## config.mk

```make
export PLATFORM = sky130hd
export DESIGN_NAME = audio_drop_detector_core_flat
export DESIGN_NICKNAME = d
export VERILOG_FILES = /design/src/hdl/adrop_pkg.sv /design/src/hdl/adrop_if.sv /design/src/hdl/audio_drop_detector_core.sv /design/src/hdl/adrop_ucode_rom.sv /design/src/hdl/adrop_sequencer.sv /design/src/hdl/adrop_datapath.sv /design/src/flat_wrapper.sv
export SDC_FILE = /design/constraint.sdc
export NUM_CORES = 2
export LEC_CHECK = 0
export BUFFER_PORTS_ARGS = -buffer_cell sky130_fd_sc_hd__buf_2
export CORE_ASPECT_RATIO = 2
export CORE_MARGIN = 2
export CORE_UTILIZATION = 40
export CTS_BUF_LIST = sky130_fd_sc_hd__clkbuf_2
export DETAILED_ROUTE_END_ITERATION = 10
export GPL_ROUTABILITY_DRIVEN = 0
export GPL_TIMING_DRIVEN = 0
export PLACE_DENSITY = 0.61
export SLEW_MARGIN = 30
export SYNTH_ARGS = -nofsm -noshare
export SYNTH_HDL_FRONTEND = slang
export SYNTH_HIERARCHICAL = 1
export SYNTH_SLANG_ARGS = --single-unit
```

## constraint.sdc

```tcl
create_clock -name clk -period 11.38 [get_ports clk]
set_input_delay 1.138 -clock clk [delete_from_list [all_inputs] [get_ports clk]]
set_output_delay 1.138 -clock clk [all_outputs]
set_load 0.01 [all_outputs]
```

## src/hdl/adrop_pkg.sv

```systemverilog
// Package for the audio drop detector: widths, fixed-point constants,
// microcode control word types and the small arithmetic helper functions.
// No dependencies; every other file of the block refers to it by scoped names.
package adrop_pkg;

  // Internal fixed-point format: FRAC_BITS fraction bits, ONE = 2^FRAC_BITS.
  localparam int FRAC_BITS = 16;

  localparam int Q16_W  = 16;              // width of the Q0.16 port fields
  localparam int TIME_W = 16;              // elapsed time field
  localparam int LVL_W  = 7;               // percent fields
  localparam int LOCK_W = 19;              // lockout counter and register
  localparam int CFG_W  = 19;              // widest configuration register
  localparam int IDX_W  = 2;               // configuration register index
  localparam int PC_W   = 4;               // microcode step counter

  localparam int FX_W   = FRAC_BITS;       // converted input level
  localparam int S_W    = FRAC_BITS + 1;   // score, holds ONE itself
  localparam int ACC_W  = FRAC_BITS + 2;   // sum of the four terms
  localparam int Y_W    = FRAC_BITS + 7;   // score times sound level
  localparam int THR_W  = FRAC_BITS + 7;   // score times one hundred
  localparam int MUL_W  = FRAC_BITS + 8;   // multiplier operand
  localparam int PROD_W = 2 * MUL_W;       // multiplier product

  localparam logic [S_W-1:0] ONE_FX = {1'b1, {FRAC_BITS{1'b0}}};
  localparam logic [FX_W-1:0] HALF_FX = {1'b1, {(FRAC_BITS - 1){1'b0}}};

  // Reciprocals for the constant divisions, rounded up. The shifts leave
  // enough headroom that floor(x * R >> SHIFT) is exact over the value range.
  localparam int DIV3_SHIFT  = ACC_W + 1;
  localparam int DIV50_SHIFT = Y_W + 6;
  localparam logic [63:0] RECIP3_64  = ((64'd1 << DIV3_SHIFT) / 64'd3) + 64'd1;
  localparam logic [63:0] RECIP50_64 = ((64'd1 << DIV50_SHIFT) / 64'd50) + 64'd1;
  localparam logic [MUL_W-1:0] RECIP3  = RECIP3_64[MUL_W-1:0];
  localparam logic [MUL_W-1:0] RECIP50 = RECIP50_64[MUL_W-1:0];

  localparam logic [LVL_W-1:0] SCORE_SCALE = 7'd100;
  localparam logic [LVL_W-1:0] SENS_MAX    = 7'd100;
  localparam logic [LVL_W-1:0] SENS_BASE   = 7'd110;
  localparam logic [LVL_W-1:0] LVL_LOW     = 7'd12;
  localparam logic [LVL_W-1:0] LVL_FULL    = 7'd50;
  localparam logic [LOCK_W-1:0] LOCK_MIN   = 19'd32768;
  localparam logic [LOCK_W-1:0] LOCK_MAX   = 19'd262144;
  localparam logic [LOCK_W-1:0] LOCK_RESET = 19'd122880;
  localparam logic [LVL_W-1:0] SENS_RESET  = 7'd50;

  // Microcode branch targets.
  localparam logic [PC_W-1:0] STEP_SCALE_MUL = 4'd11;
  localparam logic [PC_W-1:0] STEP_FINAL_MUL = 4'd14;

  // Configuration register indexes.
  typedef enum logic [IDX_W-1:0] {
    CFG_DETECT_ENABLE = 2'd0,
    CFG_SENSITIVITY   = 2'd1,
    CFG_LOCKOUT       = 2'd2
  } cfg_index_t;

  // Multiplier operand selects.
  typedef enum logic [2:0] {
    MA_DSB  = 3'd0,
    MA_DFB  = 3'd1,
    MA_ACC  = 3'd2,
    MA_S    = 3'd3,
    MA_PROD = 3'd4
  } mul_a_t;

  typedef enum logic [2:0] {
    MB_DSB   = 3'd0,
    MB_DFB   = 3'd1,
    MB_R3    = 3'd2,
    MB_LVL   = 3'd3,
    MB_R50   = 3'd4,
    MB_SCALE = 3'd5
  } mul_b_t;

  typedef enum logic [1:0] {
    ACC_HOLD       = 2'd0,
    ACC_LOAD_BASS  = 2'd1,
    ACC_ADD_TREBLE = 2'd2,
    ACC_ADD_WALK   = 2'd3
  } acc_op_t;

  typedef enum logic [1:0] {
    S_HOLD    = 2'd0,
    S_DIV3    = 2'd1,
    S_QUARTER = 2'd2,
    S_DIV50   = 2'd3
  } s_op_t;

  typedef enum logic [1:0] {
    BR_NEXT     = 2'd0,
    BR_ALWAYS   = 2'd1,
    BR_LVL_HIGH = 2'd2,
    BR_LVL_MID  = 2'd3
  } br_t;

  // One microcode control word.
  typedef struct packed {
    mul_a_t           mul_a;
    mul_b_t           mul_b;
    logic             mul_en;
    acc_op_t          acc_op;
    s_op_t            s_op;
    br_t              br;
    logic [PC_W-1:0]  target;
    logic             last;
  } ucode_t;

  // Datapath flags seen by the sequencer.
  typedef struct packed {
    logic lvl_high;   // sound level at fifty percent or more
    logic lvl_mid;    // sound level above twelve percent
    logic out_hold;   // result register full and not taken this cycle
  } adrop_stat_t;

  // Configuration register contents.
  typedef struct packed {
    logic              detect_enable;
    logic [LVL_W-1:0]  sensitivity_percent;
    logic [LOCK_W-1:0] lockout_ticks;
  } adrop_cfg_t;

  // One input word.
  typedef struct packed {
    logic [TIME_W-1:0] elapsed_time;
    logic [Q16_W-1:0]  slow_bass_level;
    logic [Q16_W-1:0]  slow_treble_level;
    logic [Q16_W-1:0]  slow_bass_walker;
    logic [Q16_W-1:0]  fast_bass_walker;
    logic [LVL_W-1:0]  sound_level_percent;
  } adrop_item_t;

  // Q0.16 to the internal format, rounded down.
  function automatic logic [FX_W-1:0] to_fx(input logic [Q16_W-1:0] q);
    logic [FRAC_BITS+Q16_W-1:0] t;
    t = {q, {FRAC_BITS{1'b0}}};
    return t[FRAC_BITS+Q16_W-1:Q16_W];
  endfunction

  // Rescaled level: (5x - ONE) / 4, zero below one fifth, at most ONE.
  function automatic logic [S_W-1:0] level_term(input logic [FX_W-1:0] x);
    logic [FX_W+2:0] five;
    logic [FX_W+2:0] one_ext;
    logic [FX_W+2:0] t;
    five    = {3'b000, x} + {1'b0, x, 2'b00};
    one_ext = {2'b00, ONE_FX};
    t       = (five - one_ext) >> 2;
    if (five <= one_ext) begin
      return '0;
    end else if (t > one_ext) begin
      return ONE_FX;
    end
    return t[S_W-1:0];
  endfunction

  // Distance of a walker position from one half.
  function automatic logic [FX_W-1:0] walker_dist(input logic [FX_W-1:0] w);
    return (w > HALF_FX) ? (w - HALF_FX) : (HALF_FX - w);
  endfunction

  // Clamp a quotient to ONE.
  function automatic logic [S_W-1:0] clamp_one(input logic [PROD_W-1:0] v);
    if (v > PROD_W'(ONE_FX)) begin
      return ONE_FX;
    end
    return v[S_W-1:0];
  endfunction

  // Internal format back to Q0.16, saturated.
  function automatic logic [Q16_W-1:0] to_q16(input logic [S_W-1:0] s);
    logic [S_W+Q16_W-1:0] t;
    logic [S_W+Q16_W-FRAC_BITS-1:0] q;
    t = {s, {Q16_W{1'b0}}};
    q = t[S_W+Q16_W-1:FRAC_BITS];
    if (q > {{(S_W - FRAC_BITS){1'b0}}, {Q16_W{1'b1}}}) begin
      return {Q16_W{1'b1}};
    end
    return q[Q16_W-1:0];
  endfunction

endpackage

```

## src/hdl/adrop_if.sv

```systemverilog
// Valid/ready channel interfaces for the audio drop detector: the input
// word channel and the result word channel. Depends on adrop_pkg for widths.
interface adrop_in_if;
  logic                           valid;
  logic                           ready;
  logic [adrop_pkg::TIME_W-1:0]   elapsed_time;
  logic [adrop_pkg::Q16_W-1:0]    slow_bass_level;
  logic [adrop_pkg::Q16_W-1:0]    slow_treble_level;
  logic [adrop_pkg::Q16_W-1:0]    slow_bass_walker;
  logic [adrop_pkg::Q16_W-1:0]    fast_bass_walker;
  logic [adrop_pkg::LVL_W-1:0]    sound_level_percent;

  modport source (
    output valid, elapsed_time, slow_bass_level, slow_treble_level,
           slow_bass_walker, fast_bass_walker, sound_level_percent,
    input  ready
  );
  modport sink (
    input  valid, elapsed_time, slow_bass_level, slow_treble_level,
           slow_bass_walker, fast_bass_walker, sound_level_percent,
    output ready
  );
endinterface

interface adrop_out_if;
  logic                         valid;
  logic                         ready;
  logic                         drop_detected;
  logic [adrop_pkg::Q16_W-1:0]  drop_score;

  modport source (
    output valid, drop_detected, drop_score,
    input  ready
  );
  modport sink (
    input  valid, drop_detected, drop_score,
    output ready
  );
endinterface

```

## src/hdl/audio_drop_detector_core.sv

```systemverilog
// Top level of the audio drop detector: channel handshakes, configuration
// registers and the microcoded engine (ROM, sequencer, datapath).
// Depends on adrop_pkg, adrop_if, adrop_ucode_rom, adrop_sequencer, adrop_datapath.

// Each input word runs through a 16-step microcode program on one shared
// 24x24 multiplier; the steps that it runs depend on whether the sound level
// is at fifty percent or more, twelve percent or less, or in between, and
// only one word is in work at a time. in_ch.ready is high whenever no word
// is in work; the result sits in an output register, and a new word is
// accepted while it waits. If a result has not been taken when the next word
// reaches its last step, that step waits. Configuration writes take effect at
// once and should be made
// while no word is in work.
module audio_drop_detector_core (
  input  logic                         clk,
  input  logic                         rst_n,
  adrop_in_if.sink                     in_ch,
  adrop_out_if.source                  out_ch,
  input  logic                         cfg_we,
  input  logic [adrop_pkg::IDX_W-1:0]  cfg_index,
  input  logic [adrop_pkg::CFG_W-1:0]  cfg_wdata
);

  adrop_pkg::adrop_cfg_t       cfg_r, cfg_nxt;
  adrop_pkg::adrop_item_t      item;
  adrop_pkg::ucode_t           cw;
  adrop_pkg::adrop_stat_t      stat;
  logic [adrop_pkg::PC_W-1:0]  pc;
  logic                        busy;
  logic                        step_en;
  logic                        accept;

  // Input handshake: one word in work at a time.
  assign in_ch.ready = !busy;
  assign accept      = in_ch.valid && !busy;

  assign item.elapsed_time        = in_ch.elapsed_time;
  assign item.slow_bass_level     = in_ch.slow_bass_level;
  assign item.slow_treble_level   = in_ch.slow_treble_level;
  assign item.slow_bass_walker    = in_ch.slow_bass_walker;
  assign item.fast_bass_walker    = in_ch.fast_bass_walker;
  assign item.sound_level_percent = in_ch.sound_level_percent;

  // Configuration register writes; an unused index is ignored.
  always_comb begin
    cfg_nxt = cfg_r;
    if (cfg_we) begin
      unique case (cfg_index)
        adrop_pkg::CFG_DETECT_ENABLE: cfg_nxt.detect_enable = cfg_wdata[0];
        adrop_pkg::CFG_SENSITIVITY:
          cfg_nxt.sensitivity_percent = cfg_wdata[adrop_pkg::LVL_W-1:0];
        adrop_pkg::CFG_LOCKOUT:
          cfg_nxt.lockout_ticks = cfg_wdata[adrop_pkg::LOCK_W-1:0];
        default: cfg_nxt = cfg_r;
      endcase
    end
  end

  always_ff @(posedge clk) begin
    if (!rst_n) begin
      cfg_r.detect_enable       <= 1'b0;
      cfg_r.sensitivity_percent <= adrop_pkg::SENS_RESET;
      cfg_r.lockout_ticks       <= adrop_pkg::LOCK_RESET;
    end else begin
      cfg_r <= cfg_nxt;
    end
  end

  adrop_ucode_rom u_rom (
    .pc (pc),
    .cw (cw)
  );

  adrop_sequencer u_seq (
    .clk     (clk),
    .rst_n   (rst_n),
    .start   (accept),
    .cw      (cw),
    .stat    (stat),
    .pc      (pc),
    .busy    (busy),
    .step_en (step_en)
  );

  adrop_datapath u_dp (
    .clk          (clk),
    .rst_n        (rst_n),
    .load         (accept),
    .item         (item),
    .cfg          (cfg_r),
    .cw           (cw),
    .step_en      (step_en),
    .out_ready    (out_ch.ready),
    .stat         (stat),
    .out_valid    (out_ch.valid),
    .out_detected (out_ch.drop_detected),
    .out_score    (out_ch.drop_score)
  );

endmodule

```

## src/hdl/adrop_ucode_rom.sv

```systemverilog
// Control store of the drop detector: one control word per microcode step.
// Depends on adrop_pkg for the control word type and branch targets.
module adrop_ucode_rom (
  input  logic [adrop_pkg::PC_W-1:0] pc,
  output adrop_pkg::ucode_t          cw
);

  always_comb begin
    // Idle word; each step overrides what it uses.
    cw        = '0;
    cw.mul_a  = adrop_pkg::MA_DSB;
    cw.mul_b  = adrop_pkg::MB_DSB;
    cw.acc_op = adrop_pkg::ACC_HOLD;
    cw.s_op   = adrop_pkg::S_HOLD;
    cw.br     = adrop_pkg::BR_NEXT;
    unique case (pc)
      // Level terms of bass and treble.
      4'd0: begin
        cw.acc_op = adrop_pkg::ACC_LOAD_BASS;
      end
      4'd1: begin
        cw.acc_op = adrop_pkg::ACC_ADD_TREBLE;
      end
      // Walker terms: square the distance, then add twice it over ONE.
      4'd2: begin
        cw.mul_a  = adrop_pkg::MA_DSB;
        cw.mul_b  = adrop_pkg::MB_DSB;
        cw.mul_en = 1'b1;
      end
      4'd3: begin
        cw.acc_op = adrop_pkg::ACC_ADD_WALK;
      end
      4'd4: begin
        cw.mul_a  = adrop_pkg::MA_DFB;
        cw.mul_b  = adrop_pkg::MB_DFB;
        cw.mul_en = 1'b1;
      end
      4'd5: begin
        cw.acc_op = adrop_pkg::ACC_ADD_WALK;
      end
      // Divide the sum by three.
      4'd6: begin
        cw.mul_a  = adrop_pkg::MA_ACC;
        cw.mul_b  = adrop_pkg::MB_R3;
        cw.mul_en = 1'b1;
      end
      4'd7: begin
        cw.s_op = adrop_pkg::S_DIV3;
      end
      // Sound level scaling: loud keeps the score, quiet takes a quarter.
      4'd8: begin
        cw.br     = adrop_pkg::BR_LVL_HIGH;
        cw.target = adrop_pkg::STEP_FINAL_MUL;
      end
      4'd9: begin
        cw.br     = adrop_pkg::BR_LVL_MID;
        cw.target = adrop_pkg::STEP_SCALE_MUL;
      end
      4'd10: begin
        cw.s_op   = adrop_pkg::S_QUARTER;
        cw.br     = adrop_pkg::BR_ALWAYS;
        cw.target = adrop_pkg::STEP_FINAL_MUL;
      end
      // Otherwise score times level over fifty.
      4'd11: begin
        cw.mul_a  = adrop_pkg::MA_S;
        cw.mul_b  = adrop_pkg::MB_LVL;
        cw.mul_en = 1'b1;
      end
      4'd12: begin
        cw.mul_a  = adrop_pkg::MA_PROD;
        cw.mul_b  = adrop_pkg::MB_R50;
        cw.mul_en = 1'b1;
      end
      4'd13: begin
        cw.s_op = adrop_pkg::S_DIV50;
      end
      // Score times one hundred for the threshold compare.
      4'd14: begin
        cw.mul_a  = adrop_pkg::MA_S;
        cw.mul_b  = adrop_pkg::MB_SCALE;
        cw.mul_en = 1'b1;
      end
      // Decide, update the lockout and load the result register.
      4'd15: begin
        cw.last = 1'b1;
      end
    endcase
  end

endmodule

```

## src/hdl/adrop_sequencer.sv

```systemverilog
// Microcode sequencer of the drop detector: step counter, busy flag and
// conditional jumps. Depends on adrop_pkg for the control word and flags.
module adrop_sequencer (
  input  logic                       clk,
  input  logic                       rst_n,
  input  logic                       start,
  input  adrop_pkg::ucode_t          cw,
  input  adrop_pkg::adrop_stat_t     stat,
  output logic [adrop_pkg::PC_W-1:0] pc,
  output logic                       busy,
  output logic                       step_en
);

  logic [adrop_pkg::PC_W-1:0] pc_r, pc_nxt;
  logic                       busy_r, busy_nxt;
  logic                       take;

  // The final step waits while the previous result has not been taken.
  assign step_en = busy_r && !(cw.last && stat.out_hold);

  always_comb begin
    unique case (cw.br)
      adrop_pkg::BR_NEXT:     take = 1'b0;
      adrop_pkg::BR_ALWAYS:   take = 1'b1;
      adrop_pkg::BR_LVL_HIGH: take = stat.lvl_high;
      adrop_pkg::BR_LVL_MID:  take = stat.lvl_mid;
    endcase
  end

  // Next step and busy flag.
  always_comb begin
    pc_nxt   = pc_r;
    busy_nxt = busy_r;
    if (start) begin
      pc_nxt   = '0;
      busy_nxt = 1'b1;
    end else if (step_en) begin
      if (cw.last) begin
        pc_nxt   = '0;
        busy_nxt = 1'b0;
      end else if (take) begin
        pc_nxt = cw.target;
      end else begin
        pc_nxt = pc_r + 1'b1;
      end
    end
  end

  always_ff @(posedge clk) begin
    if (!rst_n) begin
      pc_r   <= '0;
      busy_r <= 1'b0;
    end else begin
      pc_r   <= pc_nxt;
      busy_r <= busy_nxt;
    end
  end

  assign pc   = pc_r;
  assign busy = busy_r;

endmodule

```

## src/hdl/adrop_datapath.sv

```systemverilog
// Datapath of the drop detector: captured input word, shared multiplier,
// term accumulator, score, lockout counter and the result register.
// Driven by control words from adrop_ucode_rom; depends on adrop_pkg.
module adrop_datapath (
  input  logic                         clk,
  input  logic                         rst_n,
  input  logic                         load,
  input  adrop_pkg::adrop_item_t       item,
  input  adrop_pkg::adrop_cfg_t        cfg,
  input  adrop_pkg::ucode_t            cw,
  input  logic                         step_en,
  input  logic                         out_ready,
  output adrop_pkg::adrop_stat_t       stat,
  output logic                         out_valid,
  output logic                         out_detected,
  output logic [adrop_pkg::Q16_W-1:0]  out_score
);

  adrop_pkg::adrop_item_t              item_r;
  logic [adrop_pkg::ACC_W-1:0]         acc_r, acc_nxt;
  logic [adrop_pkg::PROD_W-1:0]        prod_r, prod_nxt;
  logic [adrop_pkg::S_W-1:0]           s_r, s_nxt;
  logic [adrop_pkg::LOCK_W-1:0]        lock_r, lock_nxt;
  logic                                out_valid_r, out_valid_nxt;
  logic                                out_det_r, out_det_nxt;
  logic [adrop_pkg::Q16_W-1:0]         out_score_r, out_score_nxt;

  logic [adrop_pkg::FX_W-1:0]          d_sb, d_fb;
  logic [adrop_pkg::S_W-1:0]           lt_bass, lt_treble;
  logic [adrop_pkg::FRAC_BITS:0]       walk_term;
  logic [adrop_pkg::MUL_W-1:0]         mul_a, mul_b;
  logic [adrop_pkg::LVL_W-1:0]         sens_c;
  logic [adrop_pkg::THR_W-1:0]         thr;
  logic                                hit;
  logic [adrop_pkg::LOCK_W-1:0]        elapsed_ext;
  logic [adrop_pkg::LOCK_W-1:0]        reload;
  logic                                final_step;

  // Per-word terms from the captured fields.
  assign d_sb      = adrop_pkg::walker_dist(adrop_pkg::to_fx(item_r.slow_bass_walker));
  assign d_fb      = adrop_pkg::walker_dist(adrop_pkg::to_fx(item_r.fast_bass_walker));
  assign lt_bass   = adrop_pkg::level_term(adrop_pkg::to_fx(item_r.slow_bass_level));
  assign lt_treble = adrop_pkg::level_term(adrop_pkg::to_fx(item_r.slow_treble_level));
  // Twice the squared distance over ONE.
  assign walk_term = prod_r[2*adrop_pkg::FRAC_BITS-1:adrop_pkg::FRAC_BITS-1];

  // Flags for the sequencer.
  assign stat.lvl_high = item_r.sound_level_percent >= adrop_pkg::LVL_FULL;
  assign stat.lvl_mid  = item_r.sound_level_percent > adrop_pkg::LVL_LOW;
  assign stat.out_hold = out_valid_r && !out_ready;

  // Multiplier operand selection.
  always_comb begin
    unique case (cw.mul_a)
      adrop_pkg::MA_DSB:  mul_a = adrop_pkg::MUL_W'(d_sb);
      adrop_pkg::MA_DFB:  mul_a = adrop_pkg::MUL_W'(d_fb);
      adrop_pkg::MA_ACC:  mul_a = adrop_pkg::MUL_W'(acc_r);
      adrop_pkg::MA_S:    mul_a = adrop_pkg::MUL_W'(s_r);
      adrop_pkg::MA_PROD: mul_a = adrop_pkg::MUL_W'(prod_r[adrop_pkg::Y_W-1:0]);
      default:            mul_a = '0;
    endcase
    unique case (cw.mul_b)
      adrop_pkg::MB_DSB:   mul_b = adrop_pkg::MUL_W'(d_sb);
      adrop_pkg::MB_DFB:   mul_b = adrop_pkg::MUL_W'(d_fb);
      adrop_pkg::MB_R3:    mul_b = adrop_pkg::RECIP3;
      adrop_pkg::MB_LVL:   mul_b = adrop_pkg::MUL_W'(item_r.sound_level_percent);
      adrop_pkg::MB_R50:   mul_b = adrop_pkg::RECIP50;
      adrop_pkg::MB_SCALE: mul_b = adrop_pkg::MUL_W'(adrop_pkg::SCORE_SCALE);
      default:             mul_b = '0;
    endcase
  end

  // Multiplier, accumulator and score updates.
  always_comb begin
    prod_nxt = prod_r;
    acc_nxt  = acc_r;
    s_nxt    = s_r;
    if (step_en) begin
      if (cw.mul_en) begin
        prod_nxt = mul_a * mul_b;
      end
      unique case (cw.acc_op)
        adrop_pkg::ACC_HOLD:       acc_nxt = acc_r;
        adrop_pkg::ACC_LOAD_BASS:  acc_nxt = adrop_pkg::ACC_W'(lt_bass);
        adrop_pkg::ACC_ADD_TREBLE: acc_nxt = acc_r + adrop_pkg::ACC_W'(lt_treble);
        adrop_pkg::ACC_ADD_WALK:   acc_nxt = acc_r + adrop_pkg::ACC_W'(walk_term);
      endcase
      unique case (cw.s_op)
        adrop_pkg::S_HOLD:    s_nxt = s_r;
        adrop_pkg::S_DIV3:    s_nxt = adrop_pkg::clamp_one(prod_r >> adrop_pkg::DIV3_SHIFT);
        adrop_pkg::S_QUARTER: s_nxt = s_r >> 2;
        adrop_pkg::S_DIV50:   s_nxt = adrop_pkg::clamp_one(prod_r >> adrop_pkg::DIV50_SHIFT);
      endcase
    end
  end

  // Threshold: score times one hundred against (110 - sensitivity) * ONE.
  assign sens_c = (cfg.sensitivity_percent > adrop_pkg::SENS_MAX) ?
                  adrop_pkg::SENS_MAX : cfg.sensitivity_percent;
  assign thr    = {adrop_pkg::SENS_BASE - sens_c, {adrop_pkg::FRAC_BITS{1'b0}}};
  assign hit    = prod_r[adrop_pkg::THR_W-1:0] > thr;

  assign elapsed_ext = adrop_pkg::LOCK_W'(item_r.elapsed_time);

  // Reload value kept within half a second to four seconds.
  always_comb begin
    priority if (cfg.lockout_ticks < adrop_pkg::LOCK_MIN) begin
      reload = adrop_pkg::LOCK_MIN;
    end else if (cfg.lockout_ticks > adrop_pkg::LOCK_MAX) begin
      reload = adrop_pkg::LOCK_MAX;
    end else begin
      reload = cfg.lockout_ticks;
    end
  end

  assign final_step = step_en && cw.last;

  // Lockout countdown or detection, and the result register.
  always_comb begin
    lock_nxt      = lock_r;
    out_det_nxt   = out_det_r;
    out_score_nxt = out_score_r;
    out_valid_nxt = out_ready ? 1'b0 : out_valid_r;
    if (final_step) begin
      out_valid_nxt = 1'b1;
      out_score_nxt = adrop_pkg::to_q16(s_r);
      out_det_nxt   = 1'b0;
      if (lock_r != '0) begin
        lock_nxt = (lock_r > elapsed_ext) ? (lock_r - elapsed_ext) : '0;
      end else if (cfg.detect_enable && hit) begin
        lock_nxt    = reload;
        out_det_nxt = 1'b1;
      end
    end
  end

  // Control state.
  always_ff @(posedge clk) begin
    if (!rst_n) begin
      lock_r      <= '0;
      out_valid_r <= 1'b0;
    end else begin
      lock_r      <= lock_nxt;
      out_valid_r <= out_valid_nxt;
    end
  end

  // Payload registers.
  always_ff @(posedge clk) begin
    if (load) begin
      item_r <= item;
    end
    acc_r       <= acc_nxt;
    prod_r      <= prod_nxt;
    s_r         <= s_nxt;
    out_det_r   <= out_det_nxt;
    out_score_r <= out_score_nxt;
  end

  assign out_valid    = out_valid_r;
  assign out_detected = out_det_r;
  assign out_score    = out_score_r;

endmodule

```

## src/flat_wrapper.sv

```systemverilog
// flat-port wrapper written by rule: the top's interface ports become plain ports
module audio_drop_detector_core_flat 
  (clk, rst_n, cfg_we, cfg_index, cfg_wdata, in_ch_valid, in_ch_elapsed_time, in_ch_slow_bass_level, in_ch_slow_treble_level, in_ch_slow_bass_walker, in_ch_fast_bass_walker, in_ch_sound_level_percent, in_ch_ready, out_ch_valid, out_ch_drop_detected, out_ch_drop_score, out_ch_ready);
  adrop_in_if in_ch_i ();
  adrop_out_if out_ch_i ();
  input  logic clk;
  input  logic rst_n;
  input  logic cfg_we;
  input  logic [adrop_pkg::IDX_W-1:0] cfg_index;
  input  logic [adrop_pkg::CFG_W-1:0] cfg_wdata;
  input wire logic [$bits(in_ch_i.valid)-1:0] in_ch_valid;
  input wire logic [$bits(in_ch_i.elapsed_time)-1:0] in_ch_elapsed_time;
  input wire logic [$bits(in_ch_i.slow_bass_level)-1:0] in_ch_slow_bass_level;
  input wire logic [$bits(in_ch_i.slow_treble_level)-1:0] in_ch_slow_treble_level;
  input wire logic [$bits(in_ch_i.slow_bass_walker)-1:0] in_ch_slow_bass_walker;
  input wire logic [$bits(in_ch_i.fast_bass_walker)-1:0] in_ch_fast_bass_walker;
  input wire logic [$bits(in_ch_i.sound_level_percent)-1:0] in_ch_sound_level_percent;
  output wire logic [$bits(in_ch_i.ready)-1:0] in_ch_ready;
  output wire logic [$bits(out_ch_i.valid)-1:0] out_ch_valid;
  output wire logic [$bits(out_ch_i.drop_detected)-1:0] out_ch_drop_detected;
  output wire logic [$bits(out_ch_i.drop_score)-1:0] out_ch_drop_score;
  input wire logic [$bits(out_ch_i.ready)-1:0] out_ch_ready;
  assign in_ch_i.valid = in_ch_valid;
  assign in_ch_i.elapsed_time = in_ch_elapsed_time;
  assign in_ch_i.slow_bass_level = in_ch_slow_bass_level;
  assign in_ch_i.slow_treble_level = in_ch_slow_treble_level;
  assign in_ch_i.slow_bass_walker = in_ch_slow_bass_walker;
  assign in_ch_i.fast_bass_walker = in_ch_fast_bass_walker;
  assign in_ch_i.sound_level_percent = in_ch_sound_level_percent;
  assign in_ch_ready = in_ch_i.ready;
  assign out_ch_valid = out_ch_i.valid;
  assign out_ch_drop_detected = out_ch_i.drop_detected;
  assign out_ch_drop_score = out_ch_i.drop_score;
  assign out_ch_i.ready = out_ch_ready;
  audio_drop_detector_core u_core (.clk(clk), .rst_n(rst_n), .in_ch(in_ch_i), .out_ch(out_ch_i), .cfg_we(cfg_we), .cfg_index(cfg_index), .cfg_wdata(cfg_wdata));
endmodule
```

* Word level (Yosys, flattened, before mapping)
Index checks and enable logic that the tools add are counted.
Word-level totals: input bits 113, logic and storage cells 167, bits in registers 239
Operators by class: equality and inequality tests 35, reductions and logical operators 31, muxes and demuxes 50, bitwise operators 3, $add $sub $neg 13, magnitude comparators 16, $mul 1
Operators with widths (number):
- 17-bit 2-to-1 mux | 10
- 24-bit one-hot mux with 6 select lines | 1
- 23-bit one-hot mux with 5 select lines | 1
- 19-bit 2-to-1 mux | 5
- 16-bit 2-to-1 mux | 4
- 18-bit one-hot mux with 3 select lines | 1
- 17-bit one-hot mux with 3 select lines | 1
- 24-bit by 24-bit multiplier with 48-bit output | 1
- 7-bit one-hot mux with 6 select lines | 1
- 16-bit by 18-bit adder with 19-bit output | 2
- 19-bit by 17-bit less-or-equal comparator with 1-bit output (second input constant) | 2
- 19-bit by 17-bit subtractor with 19-bit output (second input constant) | 2
- 18-bit by 17-bit adder with 18-bit output | 2
- 17-bit greater-than comparator (second input constant) | 2
- 4-bit equality test (second input constant) | 8
- 16-bit greater-than comparator (second input constant) | 2
- 16-bit subtractor (first input constant) | 2
- 16-bit subtractor (second input constant) | 2
- 29-bit by 17-bit greater-than comparator with 1-bit output (second input constant) | 1
- 23-bit greater-than comparator | 1
- 19-bit by 16-bit greater-than comparator with 1-bit output | 1
- 19-bit by 17-bit greater-than comparator with 1-bit output (second input constant) | 1
- 19-bit greater-than comparator (second input constant) | 1
- 19-bit by 16-bit less-than comparator with 1-bit output (second input constant) | 1
- 31 further kinds | 94

* Depth between registers and ports, before layout
depth in word-level cells 8, mapped depth 38, mapped depth without buffers 35

* Modules after synthesis
Netlist, hierarchy kept.
By module, submodules not included:
- adrop_datapath | cells an instance 3223, seq. area each 6015.8 um^2, area an instance 29184.2 um^2, instances 1
- audio_drop_detector_core | cells an instance 119, seq. area each 540.5 um^2, area an instance 1116.1 um^2, instances 1
- adrop_sequencer | cells an instance 43, seq. area each 100.1 um^2, area an instance 387.9 um^2, instances 1
- adrop_ucode_rom | cells an instance 40, seq. area each 0.0 um^2, area an instance 271.5 um^2, instances 1

* Worst setup path after synthesis
OpenSTA, ideal clock, no wires.
kind reg-to-reg, start register u_core/u_dp/item_r[12] (netlist name), end register u_core/u_dp/prod_r[43] (netlist name) (data pin), required time 11.115 ns, buffers on the path 2, period minus slack after synthesis 8.809 ns, data arrival time 8.543 ns, slack 2.571 ns, stages on the path, launching flop included 33, path through edfxtp_1 > or4_4 > nor4_2 > nand2_1 > nand2_2 > o31ai_1 > xor2_1 > o21ai_0 > a222oi_1 > clkbuf_1 > clkbuf_1 > nor2_1 > fa_1 > inv_1 > fa_1 > inv_1 > fa_1 > fa_1 > fa_1 > fa_1 > inv_1 > fa_1 > inv_1 > ha_1 > nand4_1 > nor2_1 > o2bb2ai_1 > nor2_1 > o21a_1 > o21ai_0 > o41ai_1 > o21ai_0 > xor2_1
Between the ends: cells in the longest elaborated chain, start to end 4, elaborated cells between the ends (all ways) 7, classes of those cells add/sub: 2; mul: 1; order compare: 1; mux: 3
RTL lines:
- start, declared | RTL line adrop_datapath.sv:19 | adrop_pkg::adrop_item_t item_r;
- start signal, assigned | RTL line adrop_datapath.sv:151 | item_r <= item;
- 16-bit subtractor or 16-bit greater-than comparator (tied branches) | RTL line adrop_pkg.sv:158 | return (w > HALF_FX) ? (w - HALF_FX) : (HALF_FX - w);
- 16-bit 2-to-1 mux (*) | RTL line adrop_pkg.sv:158
- 24-bit one-hot mux with 6 select lines or 23-bit one-hot mux with 5 select lines (tied branches) | RTL line adrop_datapath.sv:62, adrop_datapath.sv:54
- 24-bit by 24-bit multiplier with 48-bit output (*) | RTL line adrop_datapath.sv:80 | prod_nxt = mul_a * mul_b;
- end signal, assigned | RTL line adrop_datapath.sv:154 | prod_r <= prod_nxt;
- end, declared | RTL line adrop_datapath.sv:21 | logic [adrop_pkg::PROD_W-1:0] prod_r, prod_nxt;
Every way passes the cells marked *; elsewhere a longest branch is shown, timed or not. A chain may end at the register's enable or synchronous reset.

* Worst setup path in the final report
start register u_core/u_dp/item_r[23] (netlist name), end register u_core/u_dp/prod_r[37] (netlist name) (data pin)
The elaborated chain is that of the path after synthesis.

==> qor.txt <==
Final count of hold timing violations: 0
Total via count in the routed design: 26.5k
Path category of the worst min-delay check: input pin to register
Share of the cycle needed by the critical path after routing: 97.5%
Pwr dens: 336 mW/mm^2
Crit path time final: 11.10 ns
Row count: 144
Clock tree from TritonCTS: done
Routed via count divided by cell count: 5.64
Detail Route Antenna Nets: 0
Asr flop ratio synth: 0%
Syn Nets: 4195
Later-pin clock latency in the skew report: 1.04 ns
Clock tree sinks: 239
Reported max-cap violation count: 0
Flip-flop and latch count after synthesis: 239
Worst-margin pin slew: 1.13 ns
Input/output buffers: 131
Overall die area: 0.0798 mm^2
Post-place instance area: 0.0331 mm^2
Die boundary width: 201 um
Setup repair after global routing missed its margin: false
Layout Nets: 4392
Top flip-flop cell by instance count after synthesis: sky130_fd_sc_hd__edfxtp_1
CTS Hold Bufs: 0
Fmax: 0.0901 GHz
Aggregate global routing overflow: 0
Highest net fanout along the worst path: 10
Unique masters post-synth: 98
Largest clock skew in the final design: 0.0954 ns
Number of placed instances with taps included: 4587
Netlist area before placement: 0.0310 mm^2
Drt first-iter violations: 1752
Filler cell count: 7693
Worst Path Arrival: 11.85 ns
Maximum number of pins on one net before global-route repair: 49
Final HPWL from detailed placement: 91200 um
First-pass iteration count of the detailed router: 8
Most frequent cell on the critical path: sky130_fd_sc_hd__fa_1
Clock Tree Buf Depth: 3
Slowest stage cell on the critical path: sky130_fd_sc_hd__o22ai_2
Initial Util: 40.2%
Clock buffer count from CTS: 52
H-tree level count: 2
Die Ht: 397 um
Worst VDD drop: 0.000573 V
Synthesis warning total: 6
Commonest cells after routing, fill and taps aside: 587 x sky130_fd_sc_hd__inv_1, 374 x sky130_fd_sc_hd__fa_1, 371 x sky130_fd_sc_hd__nand2_1
Share of cells above drive strength 1: 9.80%
Post-synth EDFFs: 187
Pins Over Slew Limit: 0
Remaining DRCs: 0
Leakage power of the design: 16.0 nW
Category of the worst setup path launch point: register
Setup violation total in the final timing report: 0
Critical path required time: 12.14 ns
Routed WL per cell: 24.4 um
Worst reg-to-reg path cell count: 31
I/O pin count: 132
Total wire length: 114000 um
Root Buffer: sky130_fd_sc_hd__clkbuf_2
GR Util All Layers: 28.9%
Register clock-pin slew on the reported worst setup and hold paths: 0.15 ns
Worst Setup Path Type: register to register
Area of the placeable core: 0.0769 mm^2
Final Total Pwr: 11.4 mW
Post-route core utilization: 44.1%
Average instance area after synthesis: 9.04 um^2
Peak per-stage delay on the critical path: 0.69 ns
Design Area, Final: 0.0339 mm^2
Relative area change from synthesis to final layout: 9.51%
Initial antenna violation count: 11
Instance count along the most critical hold path: 1
Synth Instances: 3425
Status: finished, final reports clean
Sequential area share after synthesis: 21.5%
Relative slew slack: 24.7%
Via count of the first global-routing pass: 27.6k
Critical Path Sink Type: register
Post-layout instance count excluding filler cells: 4696
Most common cell after layout, fill and taps aside: sky130_fd_sc_hd__inv_1
Wire length of the first global-routing pass: 169000 um
## logic make-up after synthesis
kind of cell,count (synthesis),share of synthesized area (%)
AO/OA/AOI/OAI,606,13.3
XOR/XNOR,116,3.28
AND/OR/NAND/NOR,1029,15.5
adder cells (fa/ha/maj),657,35.6
multiplexers,54,1.77
flip-flops,239,21.5
buffers and inverters,724,9.08
## synth_stat cells, drive strengths merged, types with 9 or more instances
| library cell | number | area share (%) |
|---|---|---|
| nand2 | 372 | 4.5 |
| o211ai | 22 | 0.53 |
| a21oi | 159 | 2.6 |
| nand4 | 11 | 0.22 |
| a31oi | 29 | 0.59 |
| a22oi | 18 | 0.44 |
| clkbuf | 96 | 1.2 |
| nor3 | 51 | 0.82 |
| o21a | 34 | 0.83 |
| or3 | 11 | 0.22 |
| and3 | 18 | 0.36 |
| inv | 587 | 7.1 |
| nor2 | 306 | 3.8 |
| o22ai | 16 | 0.32 |
| and2 | 50 | 1.0 |
| o21bai | 19 | 0.47 |
| nor2b | 35 | 0.71 |
| buf | 40 | 0.79 |
| o21ai | 106 | 1.7 |
| ha | 283 | 11 |
| mux2i | 48 | 1.6 |
| xor2 | 49 | 1.4 |
| dfxtp | 52 | 3.4 |
| or4 | 9 | 0.24 |
| nand3 | 39 | 0.63 |
| a21boi | 9 | 0.25 |
| nor4 | 20 | 0.42 |
| nand2b | 36 | 0.73 |
| xnor2 | 67 | 1.9 |
| edfxtp | 187 | 18 |
| a222oi | 21 | 0.68 |
| fa | 374 | 24 |
| or2 | 33 | 0.67 |
| a21o | 47 | 1.1 |
| a211oi | 19 | 0.46 |
| o31ai | 18 | 0.50 |
## sequential cells by signal (all words and copies together) (netlist names)
register,count
u_core/u_seq/busy,1
u_core/u_dp/acc_r,18
u_core/u_dp/out_valid,1
u_core/u_dp/out_score,16
u_core/u_seq/pc,4
u_core/cfg_r,27
u_core/u_dp/item_r,71
u_core/u_dp/elapsed_ext,16
u_core/u_dp/prod_r,48
u_core/u_dp/out_detected,1
u_core/u_dp/s_r,17
u_core/u_dp/lock_r,19
## area by class of cell
type	instances	area [um^2]	share of cell area (%)
Tap cell	1022	1280	3.77
Timing Repair Buffer	143	835	2.46
Buffer	136	613	1.81
Clock buffer	66	330	0.974
Antenna cell	9	22.5	0.0664
Sequential cell	239	6660	19.6
Multi-Input combinational cell	2462	21600	63.8
Inverter	588	2210	6.51
Clock inverter	31	347	1.02
## path summary, 6_finish.rpt
check	start	end	slack (ns)
max	u_core/u_dp/item_r[23]$_DFFE_PP_	u_core/u_dp/prod_r[37]$_DFFE_PP_	0.28
max reg2reg	u_core/u_dp/item_r[23]$_DFFE_PP_	u_core/u_dp/prod_r[37]$_DFFE_PP_	0.28
min	in_ch_slow_bass_walker[13]	u_core/u_dp/item_r[36]$_DFFE_PP_	0.26
min reg2reg	u_core/u_dp/lock_r[17]$_SDFFE_PN0P_	u_core/u_dp/lock_r[17]$_SDFFE_PN0P_	0.49
## per-stage QoR
step | hold slack, ns | TNS [ns] | worst slack [ns]
final | 0.260 | 0 | 0.284
after global routing | 0.209 | 0 | 0.0391
after CTS | 0.164 | 0 | 0.110
after detailed placement | 0.462 | -0.469 | -0.161
after global placement | 0.452 | -0.971 | -0.196
after floorplan | 0.431 | 0 | 2.57
## critical path, delay by kind of cell, from the launching register on
family | cells | cell delay (ns)
xor+xnor | 2 | 0.31
flops | 1 | 0.55
simple gates | 4 | 1.37
buf+inv | 5 | 0.85
compound gates | 10 | 3.57
mux | 1 | 0.39
fa+ha+maj | 9 | 3.77
## power by group
group          switching [mW]  internal, mW
logic                    5.92          3.34
clock network           0.394         0.351
registers              0.0367          1.34
total                    6.35          5.03
## timing repair
item / 4_1_cts / 5_1_grt
pin swaps: 0 / 1
endpoints found under the setup margin: 7 / 19
resized for setup: 1 / 14
setup buffers: 0 / 3
## layer usage
metal,GRT usage (%),routed length (um)
met3,5.61,7090
met1,26.3,34600
met4,30.0,14400
met5,0,38
met2,52.2,58300
No activity file was read; power rests on OpenSTA's default activity.
